File: src/sv/cost_benefit_victim_select_unit_defines.svh
// Assertion macros used by the victim select unit datapath (cbvs_dp).
// No dependencies; the using module must have i_clk and i_rst_n in scope.
`ifndef COST_BENEFIT_VICTIM_SELECT_UNIT_DEFINES_SVH
`define COST_BENEFIT_VICTIM_SELECT_UNIT_DEFINES_SVH

// Same-cycle implication, sampled on i_clk, off during reset
`define CBVS_ASSERT_IMP(label, ante, cons, msg) \
    label: assert property (@(posedge i_clk) disable iff (!i_rst_n) \
        (ante) |-> (cons)) else $error(msg);

// Next-cycle implication, sampled on i_clk, off during reset
`define CBVS_ASSERT_NXT(label, ante, cons, msg) \
    label: assert property (@(posedge i_clk) disable iff (!i_rst_n) \
        (ante) |=> (cons)) else $error(msg);

`endif

File: src/sv/cbvs_pkg.sv
// Shared types and constants for the cost-benefit victim select unit.
// No dependencies.
package cbvs_pkg;

    localparam int SEG_W        = 10;
    localparam int FREE_W       = 16;
    localparam int AGE_IN_W     = 32;
    localparam int PICK_W       = 5;
    localparam int CFG_W        = 16;
    localparam int CFG_IDX_W    = 1;
    localparam int MAX_SEGMENTS = 1024;
    localparam int DEF_MAX_PICK = 16;
    localparam int DEF_AGE_BITS = 32;

    localparam logic [FREE_W-1:0] USABLE_RESET = 16'd63;
    localparam logic [PICK_W-1:0] PICK_RESET   = 5'd1;

    // Configuration register indexes
    typedef enum logic [CFG_IDX_W-1:0] {
        CFG_USABLE = 1'b0,
        CFG_PICK   = 1'b1
    } t_cfg_idx;

    // Controller to datapath commands
    typedef struct packed {
        logic load_rec;
        logic inc_idx;
        logic insert;
        logic prep_emit;
        logic emit_load;
        logic clear_fill;
    } t_cmd;

    // Datapath to controller status
    typedef struct packed {
        logic fill_zero;
        logic idx_at_end;
        logic ranks_first;
        logic rec_last;
        logic emit_end;
        logic out_free;
    } t_sts;

endpackage

File: src/sv/cbvs_ctrl.sv
// Sequencer for the victim select unit: scan, insert and emit phases.
// Depends on cbvs_pkg.
module cbvs_ctrl import cbvs_pkg::*; (
    input  logic i_clk,
    input  logic i_rst_n,
    input  logic i_in_valid,
    output logic o_in_ready,
    input  t_sts i_sts,
    output t_cmd o_cmd
);

    typedef enum logic [5:0] {
        ST_IDLE = 6'b000001,
        ST_M1   = 6'b000010,
        ST_M2   = 6'b000100,
        ST_CMP  = 6'b001000,
        ST_INS  = 6'b010000,
        ST_EMIT = 6'b100000
    } t_state;

    t_state r_state, n_state;
    logic   r_prep, n_prep;

    always_ff @(posedge i_clk) begin
        if (!i_rst_n) begin
            r_state <= ST_IDLE;
            r_prep  <= 1'b0;
        end else begin
            r_state <= n_state;
            r_prep  <= n_prep;
        end
    end

    assign o_in_ready = (r_state == ST_IDLE);

    // Next state and commands
    always_comb begin
        n_state = r_state;
        n_prep  = 1'b0;
        o_cmd   = '0;
        case (r_state)
            ST_IDLE: begin
                if (i_in_valid) begin
                    o_cmd.load_rec = 1'b1;
                    n_state = i_sts.fill_zero ? ST_INS : ST_M1;
                end
            end
            ST_M1:  n_state = ST_M2;
            ST_M2:  n_state = ST_CMP;
            ST_CMP: begin
                if (i_sts.ranks_first) begin
                    n_state = ST_INS;
                end else begin
                    o_cmd.inc_idx = 1'b1;
                    n_state = i_sts.idx_at_end ? ST_INS : ST_M1;
                end
            end
            ST_INS: begin
                o_cmd.insert = 1'b1;
                if (i_sts.rec_last) begin
                    n_state = ST_EMIT;
                    n_prep  = 1'b1;
                end else begin
                    n_state = ST_IDLE;
                end
            end
            ST_EMIT: begin
                // first cycle sets up count and index from the updated list
                if (r_prep) begin
                    o_cmd.prep_emit = 1'b1;
                end else if (i_sts.out_free) begin
                    o_cmd.emit_load = 1'b1;
                    if (i_sts.emit_end) begin
                        o_cmd.clear_fill = 1'b1;
                        n_state = ST_IDLE;
                    end
                end
            end
            default: n_state = ST_IDLE;
        endcase
    end

endmodule

File: config.mk
export PLATFORM = sky130hd
export DESIGN_NAME = cbvs_ctrl
export DESIGN_NICKNAME = d
export VERILOG_FILES = /design/src/sv/cost_benefit_victim_select_unit_defines.svh /design/src/sv/cbvs_pkg.sv /design/src/sv/cbvs_ctrl.sv
export SDC_FILE = /design/constraint.sdc
export NUM_CORES = 1
export LEC_CHECK = 0
export ABC_CLOCK_PERIOD_IN_PS = 2100
export BUFFER_PORTS_ARGS = -buffer_cell sky130_fd_sc_hd__buf_2
export CELL_PAD_IN_SITES_DETAIL_PLACEMENT = 1
export CELL_PAD_IN_SITES_GLOBAL_PLACEMENT = 1
export CORE_MARGIN = 4
export CORE_UTILIZATION = 32
export CTS_CLUSTER_SIZE = 24
export DETAILED_ROUTE_END_ITERATION = 8
export GPL_TIMING_DRIVEN = 0
export PLACE_DENSITY_LB_ADDON = 0.1
export SLEW_MARGIN = 20
export SYNTH_ARGS = -nofsm -noshare
export SYNTH_HDL_FRONTEND = slang
export SYNTH_SLANG_ARGS = --single-unit
File: constraint.sdc
create_clock -name i_clk -period 2.1 [get_ports i_clk]
set_input_delay 0.42 -clock i_clk [delete_from_list [all_inputs] [get_ports i_clk]]
set_output_delay 0.42 -clock i_clk [all_outputs]
set_load 0.005 [all_outputs]
==> metrics.yaml <==
status: "finished, final reports clean"
place_congestion: 0.722
avgViaCountPerCell: 5.23
max_slew_margin_pct: 84.6
avgSynthCellArea_um2: 8.30
hold_depth: 3
track_usage_pct: 13.1
cts_root_buf: "clkbuf_4"
area_growth_pct: 31.3
crit_chain: "buf_6 > or4_4 > nor2_4 > and2_1 > buf_2"
p_leak_nw: 0.264
yosysSeqAreaShare_pct: 32.5
worstSetupEndpointType: "output port"
fin_crit_ns: 2.02
setup.worst_path.start_class: "flop"
antennaDiodeCount: 0
drive_gt1_share_pct: 37.5
register_area_um2: 141
fillers: 156
dr.pass1.iters: 3
worst_pin_slew_ns: 0.230
slowest_stage: "or4_4"
synth_nets: 61
synth_edf_count: 0
drt_iter0_drc: 5
hold_path_class: "in2reg"
clk_pin_slew_worst_paths_ns: 0.06
multiInputGateArea_um2: 280
cts-htree-levels: 1
design.die.area_um2: 2000
ys_ff_latch: 7
r2r_cells: 6
synth.distinct_cells: 30
syn_area_um2: 432
design.core.area_um2: 1190
fp.dieW_um: 44.7
finalHoldViolCount: 0
wirelength_um: 1120
crit_family: "simple AND/OR/NAND/NOR gates"
fp-row-count: 12
max_freq_ghz: 0.496
synth_top_area_cell: "dfxtp_1"
clk_path_buf_depth: 2
vdd_ir_drop_max_mv: 0.433
dp_hpwl_um: 879
grt_max_degree: 11
clkSinkCount: 7
die_h_um: 44.7
numCtsBuffers: 3
grt_antenna_before_repair: 0
ys_async_sr_fraction_pct: 0
synth_top_area_share_pct: 32.5
p_total_uw: 426
power.density_nw_per_um2: 751
clock_latency_ns: 0.25
cts_tree: "done"
rsz0062_at_grt: "no"
wl_per_cell_um: 13.1
portBuffers: 15
maxCapViolations: 0
cp.arrival_ns: 1.60
first_global_vias: 430
synth_area_leaders: "dfxtp_1, nor2_1, and2_1"
syn_inst: 52
synthFlopType: "dfxtp_1"
via_count: 450
grt_pass1_wl_um: 1930
required_ns: 1.68
tns_ns: 0
ant_nets: 0
cp.depth: 5
ctsHoldBuffers: 0
ys_warn_count: 0
num_io_pins: 16
fin_skew_ns: 0.00425
slew_viol_final: 0
setup_viol: 0
critPathKind: "reg2out"
nets: 82
finalCritPeriodShare_pct: 96.0
drc: 0
cp_num_buf_inv: 2
ys_top_cells_by_count: "dfxtp_1, nor2_1, and2_1, nor3_1"
overflow: 0
initial_core_util_pct: 36.4
path_max_fanout: 10
slowest_delay_ns: 0.57
-- area by class of cell --
cell class / instances / area share, %
plain buffers: 1 / 1.99
well taps: 14 / 3.09
flip-flops and latches: 7 / 24.9
clock buffers: 4 / 4.64
repair buffers: 16 / 14.6
inverters: 2 / 1.32
multi-input cells: 42 / 49.4
-- logic make-up (layout without fill, tap and decap cells) --
logic type,after synthesis,count (layout),share of synthesized area (%)
buf+inv,3,23,4.35
simple gates,32,32,46.4
flops,7,7,32.5
xor+xnor,1,1,2.03
compound gates,9,9,14.8
-- path summary, 6_finish.rpt --
| check | startpoint | endpoint | slack [ns] |
|---|---|---|---|
| setup / recovery | r_state[2]$_SDFFE_PN0P_ | o_cmd[5] | 0.08 |
| hold / removal | i_sts[2] | r_state[5]$_SDFFE_PN0P_ | 0.43 |
| setup reg to reg | r_state[2]$_SDFFE_PN0P_ | r_state[2]$_SDFFE_PN0P_ | 0.33 |
| hold reg to reg | r_state[1]$_SDFFE_PN0P_ | r_state[2]$_SDFFE_PN0P_ | 0.55 |
-- per-layer routing --
layer	global-route usage (%)	routed length, um	up-vias
met1	16.9	551	202
met5	0	0	-
met3	3.59	70	4
met2	19.5	479	14
met4	7.23	21	0
li1	-	-	230
-- sequential cells by signal, summed over array words and instances (netlist names) --
register  cells
r_state       6
r_prep        1
-- repair_timing --
action | CTS | global route
setup endpoints to repair | 0 | 1
gates resized for setup | 0 | 3
setup buffers | 0 | 1
-- placed cells by master, fill, tap and decap left out, types with 2 or more instances in the layout --
cell type,netlist,final
nand2_1,2,2
nor4_1,2,2
nor2_1,7,6
clkbuf_4,0,3
and2_1,3,3
inv_1,2,2
nor3_1,3,3
dfxtp_1,7,6
buf_2,0,15
and3_1,2,2
a21oi_1,2,2
o21ai_0,2,2
-- tightest hold or removal path, cell delays in order --
cell and delay (ns):
buf_2 0.11, nand2_1 0.05, a21boi_0 0.06
-- report_power, final --
part / internal [mW] / total (mW) / switching [mW] / leakage [nW]
sequential: 0.145 / 0.163 / 0.0185 / 0.0575
clock: 0.0728 / 0.126 / 0.0536 / 0.0150
combinational: 0.0684 / 0.136 / 0.0675 / 0.192
total: 0.286 / 0.426 / 0.140 / 0.264
-- stage by stage --
stage | area, um^2 | hold slack, ns | worst slack (ns) | cells | util [%]
after detailed placement | 524 | 0.516 | 0.307 | 81 | 44.2
final | 567 | 0.430 | 0.0849 | 86 | 47.8
after CTS | 551 | 0.431 | 0.0229 | 85 | 46.4
after floorplan | 432 | 0.476 | 0.399 | 52 | -
after global placement | 524 | 0.519 | 0.291 | 81 | 44.2
after global routing | 567 | 0.431 | 0.00343 | 86 | 47.8
Power figures use the tool's default switching activity.
